$ cat config.mk
export PLATFORM = sky130hd
export DESIGN_NAME = timed_event_queue_core_flat
export DESIGN_NICKNAME = d
export VERILOG_FILES = /design/src/rtl/core/teq_pkg.sv /design/src/rtl/core/teq_in_if.sv /design/src/rtl/core/teq_out_if.sv /design/src/rtl/core/teq_ctrl.sv /design/src/rtl/core/teq_dpath.sv /design/src/rtl/core/timed_event_queue_core.sv /design/src/flat_wrapper.sv
export SDC_FILE = /design/constraint.sdc
export NUM_CORES = 1
export LEC_CHECK = 0
export BUFFER_PORTS_ARGS = -buffer_cell sky130_fd_sc_hd__buf_4
export CAP_MARGIN = 30
export CELL_PAD_IN_SITES_DETAIL_PLACEMENT = 1
export CELL_PAD_IN_SITES_GLOBAL_PLACEMENT = 2
export CORE_MARGIN = 2
export CORE_UTILIZATION = 38
export DETAILED_ROUTE_END_ITERATION = 10
export HOLD_SLACK_MARGIN = 0.08
export PLACE_DENSITY_LB_ADDON = 0.1
export SLEW_MARGIN = 40
export SYNTH_ARGS = -nofsm -noshare
export SYNTH_HDL_FRONTEND = slang
export SYNTH_HIERARCHICAL = 1
export SYNTH_SLANG_ARGS = --single-unit
export TNS_END_PERCENT = 30
$ cat constraint.sdc
create_clock -name clk -period 3.8 [get_ports clk]
set_clock_uncertainty 0.2 [all_clocks]
set_input_delay 0.38 -clock clk [delete_from_list [all_inputs] [get_ports clk]]
set_output_delay 0.38 -clock clk [all_outputs]
set_load 0.02 [all_outputs]
$ cat src/rtl/core/teq_pkg.sv
// Shared types and constants for the timed event queue.
// Used by the channel interfaces, the controller, the datapath and the top level.
package teq_pkg;

  localparam int TEQ_DEPTH   = 8;
  localparam int ACTION_W    = 2;
  localparam int CODE_W      = 8;
  localparam int PAYLOAD_W   = 8;
  localparam int DELAY_W     = 16;
  localparam int ELAPSED_W   = 8;
  localparam int STATUS_W    = 3;

  typedef enum logic [ACTION_W-1:0] {
    ACT_ADD    = 2'd0,
    ACT_CANCEL = 2'd1,
    ACT_TICK   = 2'd2,
    ACT_UNUSED = 2'd3
  } action_t;

  typedef enum logic [STATUS_W-1:0] {
    STS_ADDED     = 3'd0,
    STS_UPDATED   = 3'd1,
    STS_FULL      = 3'd2,
    STS_INVALID   = 3'd3,
    STS_CANCELLED = 3'd4,
    STS_NOTFOUND  = 3'd5,
    STS_EXPIRED   = 3'd6,
    STS_DONE      = 3'd7
  } status_t;

  typedef enum logic [1:0] {
    S_IDLE,
    S_EXEC,
    S_SCAN
  } state_t;

  // Commands from controller to datapath.
  typedef struct packed {
    logic load;   // capture the input beat
    logic exec;   // run add, cancel or reject and write one result
    logic decay;  // subtract elapsed from every delay
    logic scan;   // emit the first expired entry, or the done result
  } cmd_t;

  // Status from datapath to controller.
  typedef struct packed {
    logic item_tick;
    logic zero_found;
    logic out_free;
  } sts_t;

endpackage

$ cat src/rtl/core/teq_in_if.sv
// Input channel of the timed event queue: valid/ready plus request fields.
// Depends on teq_pkg for field widths.
interface teq_in_if import teq_pkg::*; ();
  logic                 valid;
  logic                 ready;
  logic [ACTION_W-1:0]  action;
  logic [CODE_W-1:0]    event_code;
  logic [PAYLOAD_W-1:0] payload;
  logic [DELAY_W-1:0]   delay;
  logic [ELAPSED_W-1:0] elapsed;

  modport source (output valid, action, event_code, payload, delay, elapsed, input ready);
  modport sink   (input valid, action, event_code, payload, delay, elapsed, output ready);
endinterface

$ cat src/rtl/core/teq_out_if.sv
// Result channel of the timed event queue: valid/ready plus result fields.
// Depends on teq_pkg for field widths.
interface teq_out_if import teq_pkg::*; ();
  logic                 valid;
  logic                 ready;
  logic [STATUS_W-1:0]  status;
  logic [CODE_W-1:0]    fired_code;
  logic [PAYLOAD_W-1:0] fired_payload;
  logic                 last;

  modport source (output valid, status, fired_code, fired_payload, last, input ready);
  modport sink   (input valid, status, fired_code, fired_payload, last, output ready);
endinterface

$ cat src/rtl/core/teq_ctrl.sv
// Sequencing state machine of the timed event queue.
// Depends on teq_pkg for state, command and status types.
module teq_ctrl import teq_pkg::*; (
  input  logic clk,
  input  logic rst_n,
  input  logic in_valid,
  output logic in_ready,
  input  sts_t sts,
  output cmd_t cmd
);

  state_t state_r, state_nxt;

  always_ff @(posedge clk) begin
    if (!rst_n) begin
      state_r <= S_IDLE;
    end else begin
      state_r <= state_nxt;
    end
  end

  always_comb begin
    state_nxt = state_r;
    cmd       = '0;
    in_ready  = 1'b0;
    case (state_r)
      S_IDLE: begin
        in_ready = 1'b1;
        if (in_valid) begin
          cmd.load  = 1'b1;
          state_nxt = S_EXEC;
        end
      end
      S_EXEC: begin
        if (sts.item_tick) begin
          cmd.decay = 1'b1;
          state_nxt = S_SCAN;
        end else if (sts.out_free) begin
          cmd.exec  = 1'b1;
          state_nxt = S_IDLE;
        end
      end
      S_SCAN: begin
        // one expired entry per beat; the done beat ends the tick
        if (sts.out_free) begin
          cmd.scan = 1'b1;
          if (!sts.zero_found) begin
            state_nxt = S_IDLE;
          end
        end
      end
      default: begin
        state_nxt = S_IDLE;
      end
    endcase
  end

endmodule

$ cat src/rtl/core/teq_dpath.sv
// Event table, item register and result register of the timed event queue.
// Depends on teq_pkg and teq_out_if; driven by commands from teq_ctrl.
module teq_dpath import teq_pkg::*; #(
  parameter int DEPTH = TEQ_DEPTH
) (
  input  logic                 clk,
  input  logic                 rst_n,
  input  logic [ACTION_W-1:0]  in_action,
  input  logic [CODE_W-1:0]    in_event_code,
  input  logic [PAYLOAD_W-1:0] in_payload,
  input  logic [DELAY_W-1:0]   in_delay,
  input  logic [ELAPSED_W-1:0] in_elapsed,
  input  cmd_t                 cmd,
  output sts_t                 sts,
  teq_out_if.source            out_if
);

  localparam int IdxW = (DEPTH > 1) ? $clog2(DEPTH) : 1;
  localparam int CntW = $clog2(DEPTH + 1);

  // event table; codes at and above count_r are always zero
  logic [CODE_W-1:0]    code_r [DEPTH];
  logic [PAYLOAD_W-1:0] pay_r  [DEPTH];
  logic [DELAY_W-1:0]   dly_r  [DEPTH];
  logic [CODE_W-1:0]    code_nxt [DEPTH];
  logic [PAYLOAD_W-1:0] pay_nxt  [DEPTH];
  logic [DELAY_W-1:0]   dly_nxt  [DEPTH];
  logic [CntW-1:0]      count_r, count_nxt;

  // captured request
  action_t              act_r;
  logic [CODE_W-1:0]    ecode_r;
  logic [PAYLOAD_W-1:0] epay_r;
  logic [DELAY_W-1:0]   edly_r;
  logic [ELAPSED_W-1:0] el_r;

  // result register
  logic                 out_valid_r, out_valid_nxt;
  status_t              status_r, status_nxt;
  logic [CODE_W-1:0]    fcode_r, fcode_nxt;
  logic [PAYLOAD_W-1:0] fpay_r, fpay_nxt;
  logic                 last_r, last_nxt;

  logic            match_found, zero_found;
  logic [IdxW-1:0] match_idx, zero_idx, rm_idx;
  logic            is_add, is_cancel, code_ok, full;
  logic            do_update, do_append, do_cancel, do_expire, remove_en, out_free;

  always_comb begin
    match_found = 1'b0;
    match_idx   = '0;
    zero_found  = 1'b0;
    zero_idx    = '0;
    for (int i = DEPTH - 1; i >= 0; i--) begin
      if ((CntW'(i) < count_r) && (code_r[i] == ecode_r)) begin
        match_found = 1'b1;
        match_idx   = IdxW'(i);
      end
      if ((CntW'(i) < count_r) && (dly_r[i] == '0)) begin
        zero_found = 1'b1;
        zero_idx   = IdxW'(i);
      end
    end
  end

  assign is_add    = (act_r == ACT_ADD);
  assign is_cancel = (act_r == ACT_CANCEL);
  assign code_ok   = (ecode_r != '0);
  assign full      = (count_r == CntW'(DEPTH));
  assign out_free  = !out_valid_r || out_if.ready;

  assign do_update = cmd.exec && is_add && code_ok && match_found;
  assign do_append = cmd.exec && is_add && code_ok && !match_found && !full;
  assign do_cancel = cmd.exec && is_cancel && code_ok && match_found;
  assign do_expire = cmd.scan && zero_found;
  assign remove_en = do_cancel || do_expire;
  assign rm_idx    = do_expire ? zero_idx : match_idx;

  for (genvar j = 0; j < DEPTH; j++) begin : g_entry
    logic [CODE_W-1:0]    up_code;
    logic [PAYLOAD_W-1:0] up_pay;
    logic [DELAY_W-1:0]   up_dly;

    if (j < DEPTH - 1) begin : g_up
      assign up_code = code_r[j+1];
      assign up_pay  = pay_r[j+1];
      assign up_dly  = dly_r[j+1];
    end else begin : g_top
      assign up_code = '0;
      assign up_pay  = pay_r[j];
      assign up_dly  = dly_r[j];
    end

    always_comb begin
      code_nxt[j] = code_r[j];
      pay_nxt[j]  = pay_r[j];
      dly_nxt[j]  = dly_r[j];
      if (cmd.decay) begin
        // saturate at zero
        if ({{(DELAY_W-ELAPSED_W){1'b0}}, el_r} >= dly_r[j]) begin
          dly_nxt[j] = '0;
        end else begin
          dly_nxt[j] = dly_r[j] - {{(DELAY_W-ELAPSED_W){1'b0}}, el_r};
        end
      end
      if (do_update && (IdxW'(j) == match_idx)) begin
        pay_nxt[j] = epay_r;
        dly_nxt[j] = edly_r;
      end
      if (do_append && (CntW'(j) == count_r)) begin
        code_nxt[j] = ecode_r;
        pay_nxt[j]  = epay_r;
        dly_nxt[j]  = edly_r;
      end
      // close the gap: every entry at or above the removed one takes its upper neighbor
      if (remove_en && (IdxW'(j) >= rm_idx)) begin
        code_nxt[j] = up_code;
        pay_nxt[j]  = up_pay;
        dly_nxt[j]  = up_dly;
      end
    end
  end

  always_comb begin
    count_nxt = count_r;
    if (do_append) begin
      count_nxt = count_r + CntW'(1);
    end else if (remove_en) begin
      count_nxt = count_r - CntW'(1);
    end
  end

  always_comb begin
    out_valid_nxt = out_valid_r;
    status_nxt    = status_r;
    fcode_nxt     = fcode_r;
    fpay_nxt      = fpay_r;
    last_nxt      = last_r;
    if (out_if.ready) begin
      out_valid_nxt = 1'b0;
    end
    if (cmd.exec) begin
      out_valid_nxt = 1'b1;
      fcode_nxt     = '0;
      fpay_nxt      = '0;
      last_nxt      = 1'b1;
      if (!code_ok || !(is_add || is_cancel)) begin
        status_nxt = STS_INVALID;
      end else if (is_add) begin
        if (match_found) begin
          status_nxt = STS_UPDATED;
        end else if (full) begin
          status_nxt = STS_FULL;
        end else begin
          status_nxt = STS_ADDED;
        end
      end else begin
        status_nxt = match_found ? STS_CANCELLED : STS_NOTFOUND;
      end
    end else if (cmd.scan) begin
      out_valid_nxt = 1'b1;
      if (zero_found) begin
        status_nxt = STS_EXPIRED;
        fcode_nxt  = code_r[zero_idx];
        fpay_nxt   = pay_r[zero_idx];
        last_nxt   = 1'b0;
      end else begin
        status_nxt = STS_DONE;
        fcode_nxt  = '0;
        fpay_nxt   = '0;
        last_nxt   = 1'b1;
      end
    end
  end

  always_ff @(posedge clk) begin
    if (!rst_n) begin
      count_r     <= '0;
      out_valid_r <= 1'b0;
      for (int i = 0; i < DEPTH; i++) begin
        code_r[i] <= '0;
      end
    end else begin
      count_r     <= count_nxt;
      out_valid_r <= out_valid_nxt;
      for (int i = 0; i < DEPTH; i++) begin
        code_r[i] <= code_nxt[i];
      end
    end
  end

  always_ff @(posedge clk) begin
    for (int i = 0; i < DEPTH; i++) begin
      pay_r[i] <= pay_nxt[i];
      dly_r[i] <= dly_nxt[i];
    end
    status_r <= status_nxt;
    fcode_r  <= fcode_nxt;
    fpay_r   <= fpay_nxt;
    last_r   <= last_nxt;
    if (cmd.load) begin
      act_r   <= action_t'(in_action);
      ecode_r <= in_event_code;
      epay_r  <= in_payload;
      edly_r  <= in_delay;
      el_r    <= in_elapsed;
    end
  end

  assign sts.item_tick  = (act_r == ACT_TICK);
  assign sts.zero_found = zero_found;
  assign sts.out_free   = out_free;

  assign out_if.valid         = out_valid_r;
  assign out_if.status        = status_r;
  assign out_if.fired_code    = fcode_r;
  assign out_if.fired_payload = fpay_r;
  assign out_if.last          = last_r;

endmodule

$ cat src/rtl/core/timed_event_queue_core.sv
// Timed event queue: an ordered table of pending events with add, cancel and tick.
// Usage: each request beat on in_if is one of add (action 0), cancel (1) or tick (2);
// action 3 and event code 0 on add or cancel give one invalid result.
// Add and cancel give one result beat on out_if with last set. A tick lowers every
// delay by elapsed (stopping at zero), then gives one expired beat per entry at zero,
// in table order, and ends with a done beat that carries last.
// Order: an add or cancel request is captured, then its result is written to the
// result register once that is free; a tick that expires k entries first lowers the
// delays, then gives one beat per cycle while out_if.ready is high, k + 1 beats in all.
// A new request is not taken until the previous one has written its last result beat,
// since the controller accepts requests only in its idle state.
// in_if.ready is high only while the controller is idle; a new request is taken
// while the previous result still waits in the output register.
// If out_if.ready is low the result register holds and the sequence pauses.
// Reset (synchronous, rst_n low) empties the table and drops any pending result.
// Depends on teq_pkg, teq_in_if, teq_out_if, teq_ctrl and teq_dpath.
module timed_event_queue_core import teq_pkg::*; #(
  parameter int DEPTH = TEQ_DEPTH
) (
  input  logic       clk,
  input  logic       rst_n,
  teq_in_if.sink     in_if,
  teq_out_if.source  out_if
);

  cmd_t cmd;
  sts_t sts;
  logic ctl_ready;

  teq_ctrl u_ctrl (
    .clk      (clk),
    .rst_n    (rst_n),
    .in_valid (in_if.valid),
    .in_ready (ctl_ready),
    .sts      (sts),
    .cmd      (cmd)
  );

  teq_dpath #(
    .DEPTH (DEPTH)
  ) u_dpath (
    .clk           (clk),
    .rst_n         (rst_n),
    .in_action     (in_if.action),
    .in_event_code (in_if.event_code),
    .in_payload    (in_if.payload),
    .in_delay      (in_if.delay),
    .in_elapsed    (in_if.elapsed),
    .cmd           (cmd),
    .sts           (sts),
    .out_if        (out_if)
  );

  assign in_if.ready = ctl_ready;

endmodule

$ cat src/flat_wrapper.sv
// flat-port wrapper written by rule: the top's interface ports become plain ports
module timed_event_queue_core_flat import teq_pkg::*;
#(
  parameter int DEPTH = TEQ_DEPTH
)
  (clk, rst_n, in_if_valid, in_if_action, in_if_event_code, in_if_payload, in_if_delay, in_if_elapsed, in_if_ready, out_if_valid, out_if_status, out_if_fired_code, out_if_fired_payload, out_if_last, out_if_ready);
  teq_in_if in_if_i ();
  teq_out_if out_if_i ();
  input  logic clk;
  input  logic rst_n;
  input wire logic [$bits(in_if_i.valid)-1:0] in_if_valid;
  input wire logic [$bits(in_if_i.action)-1:0] in_if_action;
  input wire logic [$bits(in_if_i.event_code)-1:0] in_if_event_code;
  input wire logic [$bits(in_if_i.payload)-1:0] in_if_payload;
  input wire logic [$bits(in_if_i.delay)-1:0] in_if_delay;
  input wire logic [$bits(in_if_i.elapsed)-1:0] in_if_elapsed;
  output wire logic [$bits(in_if_i.ready)-1:0] in_if_ready;
  output wire logic [$bits(out_if_i.valid)-1:0] out_if_valid;
  output wire logic [$bits(out_if_i.status)-1:0] out_if_status;
  output wire logic [$bits(out_if_i.fired_code)-1:0] out_if_fired_code;
  output wire logic [$bits(out_if_i.fired_payload)-1:0] out_if_fired_payload;
  output wire logic [$bits(out_if_i.last)-1:0] out_if_last;
  input wire logic [$bits(out_if_i.ready)-1:0] out_if_ready;
  assign in_if_i.valid = in_if_valid;
  assign in_if_i.action = in_if_action;
  assign in_if_i.event_code = in_if_event_code;
  assign in_if_i.payload = in_if_payload;
  assign in_if_i.delay = in_if_delay;
  assign in_if_i.elapsed = in_if_elapsed;
  assign in_if_ready = in_if_i.ready;
  assign out_if_valid = out_if_i.valid;
  assign out_if_status = out_if_i.status;
  assign out_if_fired_code = out_if_i.fired_code;
  assign out_if_fired_payload = out_if_i.fired_payload;
  assign out_if_last = out_if_i.last;
  assign out_if_i.ready = out_if_ready;
  timed_event_queue_core #(.DEPTH(DEPTH)) u_core (.clk(clk), .rst_n(rst_n), .in_if(in_if_i), .out_if(out_if_i));
endmodule
* After elaboration in Yosys (flattened, before gate mapping)
Memories as Yosys holds them, arrays and structs flattened.
Index checks and enable logic that the tools add are counted.
** Cells by class
- Equal/unequal tests :: 32
- Reduce and logical (&&, ||, !) cells :: 75
- Bitwise logic cells :: 8
- Mux-type cells :: 153
- Order comparisons :: 24
- $add $sub $neg :: 10
** Operators with widths (number)
- 16-bit 2-to-1 mux :: 40
- 8-bit 2-to-1 mux :: 50
- 8-bit by 16-bit >= comparator with 1-bit output :: 8
- 16-bit logical NOT :: 8
- 16-bit by 8-bit subtractor with 16-bit output :: 8
- 8-bit equality test :: 8
- 3-bit 2-to-1 mux :: 21
- 1-bit logical AND :: 49
- 1-bit 2-to-1 mux :: 31
- 3-bit by 4-bit equality test with 1-bit output, first input constant :: 4
- 3-bit by 4-bit less-than comparator with 1-bit output, first input constant :: 4
- 2-bit 2-to-1 mux :: 8
- 3-bit equality test, first input constant :: 4
- 3-bit >= comparator, first input constant :: 4
- 2-bit by 4-bit equality test with 1-bit output, first input constant :: 2
- 1-bit by 4-bit less-than comparator with 1-bit output, first input constant :: 2
- 2-bit by 4-bit less-than comparator with 1-bit output, first input constant :: 2
- 4-bit 2-to-1 mux :: 2
- 1-bit OR :: 8
- 8-bit nonzero test :: 1
- 2-bit by 3-bit equality test with 1-bit output, first input constant :: 2
- 1-bit by 3-bit >= comparator with 1-bit output, first input constant :: 2
- 2-bit by 3-bit >= comparator with 1-bit output, first input constant :: 2
- 2-bit != test, second input constant :: 3
- 18 further kinds :: 29
** Word-level totals
- Memories :: 3
- Bits of input ports :: 46
- Output and inout bits :: 22
- Memory bits (writable) :: 256
- Register bits after elaboration :: 69
** Memory list
- u_core.u_dpath.dly_r :: depth 8, width 16, read ports 8, clocked after memory_dff 0, write ports 8, RTL line teq_dpath.sv:24 : logic [DELAY_W-1:0] dly_r [DEPTH];
- u_core.u_dpath.code_r :: depth 8, width 8, read ports 9, clocked after memory_dff 0, write ports 8, RTL line teq_dpath.sv:22 : logic [CODE_W-1:0] code_r [DEPTH];
- u_core.u_dpath.pay_r :: depth 8, width 8, read ports 8, clocked after memory_dff 0, write ports 8, RTL line teq_dpath.sv:23 : logic [PAYLOAD_W-1:0] pay_r [DEPTH];

* Depth between registers and ports, before layout
An unclocked memory read counts as a cell.
- Word-level depth :: 18
- Depth in mapped cells :: 15
- Gate-level depth less buffers :: 13

* Cells and area by module
Netlist, hierarchy kept.
** By module, submodules not included
- teq_dpath :: cells each 2168, instances 1, area an instance 21339.2 um^2
- teq_ctrl :: cells each 15, instances 1, area an instance 126.4 um^2

* Least setup slack after synthesis
No wires, ideal clock.
- Kind :: flip-flop to flip-flop
- Start point :: memory u_core.u_dpath.dly_r[2][11] (netlist: u_core/u_dpath/dly_r[0][43])
- End point :: memory u_core.u_dpath.dly_r[1][0] (netlist: u_core/u_dpath/dly_r[0][16]), enable pin
- Slack :: -0.177 ns
- Data required time :: 3.266 ns
- Clock period less this slack :: 3.977 ns
- Setup time :: 0.334 ns
- Stages on the path, launching flop included :: 13
- Arrival time :: 3.443 ns
- Cell sequence :: edfxtp_1 > or4_1 > or3_1 > or4_4 > nand4b_4 > and2_1 > buf_2 > a31o_2 > buf_4 > o21ai_0 > buf_2 > nand2b_1 > or2_2
** RTL lines (RTL line)
- from (decl) :: teq_dpath.sv:24

==> flow_summary.toml <==
[outcome]
status = "finished, final reports clean"

[timing]
fmax_mhz = 264
finalHoldViolCount = 0
slew_headroom_pct = 45.9
rsz0062_at_grt = "true"
fin_crit_ns = 3.79
finalSetupViolCount = 0
tns_ns = 0
worst_pin_slew_ns = 0.804
slew_violations = 0
finalCritPeriodShare_pct = 99.9

[clocking]
worst_skew_pair.late_latency_ns = 0.60
h-tree-depth = 2
cts_tree = "built"
cts-buffers-inserted = 42
root_buffer = "clkbuf_16"
clockBufferDepth = 3
cts.sinks = 325
clk_pin_slew_ns = 0.06

[synth]
synth_edf_count = 237
ys.flop_type = "edfxtp_1"
avgSynthCellArea_um2 = 9.83
synth_area_um2 = 21500
synth_top_cell_area_share_pct = 33.2
syn_inst = 2183
yosys.area.top_type = "edfxtp_1"
async_flop_share_pct = 0
yosysWarnings = 6
ys_seq_area_share_pct = 41.4
ys_ff_latch = 325
syn_nets = 2306
synth_area_leaders = "edfxtp_1 (33%), dfxtp_1 (8.2%), mux2i_1 (5.1%), nand2_1 (4.3%), mux2_2 (4.1%)"
synth_cell_types = 85

[pwr]
worst_ir_drop_vdd_uv = 345
clkPwrFrac_pct = 43.9
powerDensity_nw_per_um2 = 334
p_leak_uw = 0.0109
p_comb_share_pct = 11.7
p_switching_uw = 2330
p_sw_share_pct = 25.8
intPower_uw = 6700
seqPwrFrac_pct = 44.4

[setup_path]
worstPathRequired_ns = 3.95
critPathSlowestCell = "or4_4"
crit_type = "register to register"
timing.rr.end = "u_core/u_dpath/dly_r[1][6]$_DFFE_PP_"
rr_worst_depth = 12
cp_top_family = "simple AND/OR/NAND/NOR gates"
worst_ep_arrival_time_ns = 3.94
r2r_slack_ns = 0.005
cp_max_fo = 8
r2r_start = "u_core/u_dpath/dly_r[1][62]$_DFFE_PP_"
slowest_delay_ns = 0.55
cp-end-kind = "register"
cp-start-kind = "register"
crit_buf_inv = 3
cp_common_cell = "or3_4"
path_cells = "or4_4 -> or3_4 -> or3_4 -> nand4_1 -> o21a_4 -> buf_12 -> o211ai_1 -> a21oi_2 -> buf_6 -> nor2_8 -> or3_4 -> buf_8"

[placed_design]
routabilityCongestion = 0.890
hpwl_um = 56500
io_buffers = 67

[global_routing]
grt_antenna_before_repair = 1
track_usage_pct = 25.9
grt_pass1_vias = 19200
overflow = 0
grt_max_degree = 90
grt_pass1_wl_um = 117000

[hold_path]
hp-start = "rst_n"
holdPathEnd = "u_core/u_dpath/out_if.valid$_SDFFE_PN0P_"
hold_path_class = "primary input to register"
hold_depth = 2

[route]
wire_per_inst_um = 23.9
wl_um = 77800
ant_nets = 0
drt_pass1_iterations = 5
drt-initial-drc-count = 1142
route.detailed.drc = 0
via_count = 18300
routed_via_density = 5.62

[floorplan]
ios = 68
die_w_um = 242
coreArea_um2 = 56200
start_util_pct = 38.2
die_h_um = 242
dieArea_um2 = 58400
num_rows = 87

[layout]
nets = 2590
final_cell_mix = "buf_4 (290), nand2_1 (244), edfxtp_1 (237)"
post_route_cells_drive_above_1_share_pct = 24.6
layout_commonest_cell = "buf_4"
syn2layout_area_growth_pct = 25.9
regArea_um2 = 8880
final_util_pct = 48.1
multiInputGateArea_um2 = 12300
diodes = 0
n_fill_cell = 6199

[job]
drv_cap = 0
[cells in the mapped netlist, types with 19 or more instances]
library cell / n
clkbuf_1: 66
nand3_1: 24
o21ai_0: 79
or4_1: 21
mux2i_1: 110
mux2_4: 20
a21oi_1: 115
edfxtp_1: 237
mux2_1: 22
nor2b_1: 40
o31ai_1: 25
a22oi_1: 19
mux2_2: 78
o211a_1: 35
nor3_1: 51
nand2_1: 245
o211ai_1: 27
xnor2_1: 82
or3_1: 44
nand4_1: 33
or2_2: 27
inv_1: 53
nor2_1: 156
ha_1: 69
a31oi_1: 44
xor2_1: 78
buf_2: 51
nor4_1: 31
dfxtp_1: 88
[routing by layer]
metal | up-vias | GRT usage (%) | part of all wire (%)
li1 | 8614 | - | -
met5 | - | 0 | 0
met3 | 104 | 3.46 | 4.0
met2 | 346 | 43.4 | 47
met4 | 0 | 7.33 | 2.4
met1 | 9214 | 34.9 | 47
[worst register-to-register path, cell delays in order (launching register included)]
cell,delay (ns)
edfxtp_1,0.40
or4_4,0.55
or3_4,0.38
or3_4,0.40
nand4_1,0.19
o21a_4,0.19
buf_12,0.11
o211ai_1,0.14
a21oi_2,0.18
buf_6,0.14
nor2_8,0.07
or3_4,0.42
buf_8,0.16
[worst max-delay path by stage]
stage | from | endpoint | slack (ns) | cells past startpoint
5_1_grt | u_core/u_dpath/dly_r[1][62]$_DFFE_PP_ | u_core/u_dpath/dly_r[1][6]$_DFFE_PP_ | -0.09 | 12
6_report | u_core/u_dpath/dly_r[1][62]$_DFFE_PP_ | u_core/u_dpath/dly_r[1][6]$_DFFE_PP_ | 0.005 | 12
3_5_place_dp | out_if_ready | u_core/u_dpath/dly_r[1][8]$_DFFE_PP_ | -0.34 | 12
4_1_cts | u_core/u_dpath/el_r[1]$_DFFE_PP_ | u_core/u_dpath/dly_r[1][19]$_DFFE_PP_ | -0.003 | 11
3_3_place_gp | out_if_ready | u_core/u_dpath/dly_r[1][15]$_DFFE_PP_ | -0.39 | 12
2_1_floorplan | out_if_ready | u_core/u_dpath/dly_r[1][48]$_DFFE_PP_ | -0.12 | 14
[per-stage QoR]
| step | cells | area (um^2) | setup WS, ns | hold slack [ns] | power (uW) |
|---|---|---|---|---|---|
| after floorplan | 2183 | 21500 | -0.120 | 0.270 | 4680 |
| after global placement | 3100 | 24300 | -0.392 | 0.290 | 5020 |
| after detailed placement | 3100 | 24300 | -0.335 | 0.312 | 5040 |
| after CTS | 3234 | 26500 | -0.00261 | 0.112 | 9090 |
| after global routing | 3253 | 27000 | -0.0858 | 0.148 | 9360 |
| final | 3253 | 27000 | 0.00542 | 0.107 | 9030 |
[registers in the layout (all words and copies together), names as in the netlist]
name,cells
u_core/u_ctrl/state_r,2
u_core/u_dpath/act_r,2
u_core/u_dpath/code_r,64
u_core/u_dpath/count_r,4
u_core/u_dpath/dly_r,128
u_core/u_dpath/ecode_r,8
u_core/u_dpath/edly_r,16
u_core/u_dpath/el_r,8
u_core/u_dpath/epay_r,8
u_core/u_dpath/out_if.fired_code,8
u_core/u_dpath/out_if.fired_payload,8
u_core/u_dpath/out_if.last,1
u_core/u_dpath/out_if.status,3
u_core/u_dpath/out_if.valid,1
u_core/u_dpath/pay_r,64
[final cells by class]
| type | count | share of cell area (%) |
|---|---|---|
| Clock buffer | 63 | 4.37 |
| Inverter | 53 | 0.750 |
| Multi-Input combinational cell | 1669 | 45.3 |
| Clock inverter | 11 | 0.533 |
| Timing Repair Buffer | 376 | 12.6 |
| Sequential cell | 325 | 32.9 |
| Tap cell | 756 | 3.50 |
[logic make-up (layout without fill, tap and decap cells)]
family	count (synthesis)	after routing	synth area share (%)
xor gates and xnor gates	160	160	6.53
DFF	325	325	41.4
buffers and inverters	190	503	4.00
muxes	230	230	11.8
AOI/OAI and AO/OA	455	455	14.3
adders and majority gates	77	77	4.77
and+or+nand+nor	746	747	17.3
[power by group through the flow]
stage	combinational, uW	sequential (uW)	clock (uW)
final	1060	4010	3970
after global routing	1160	4020	4180
after CTS	1020	4010	4070
after detailed placement	964	4080	0
after global placement	944	4080	0
after floorplan	663	4010	0
[repair_timing]
| item | in CTS | in global routing |
|---|---|---|
| endpoints found under the hold margin | 44 | 0 |
| resized for setup | 39 | 80 |
| setup endpoints to repair | 295 | 289 |
| hold buffers | 44 | 0 |
| pin swaps | 17 | 18 |
| cloned | 4 | 4 |
| buffers inserted | 13 | 15 |
Note: power is estimated with default switching activity, not from simulation.
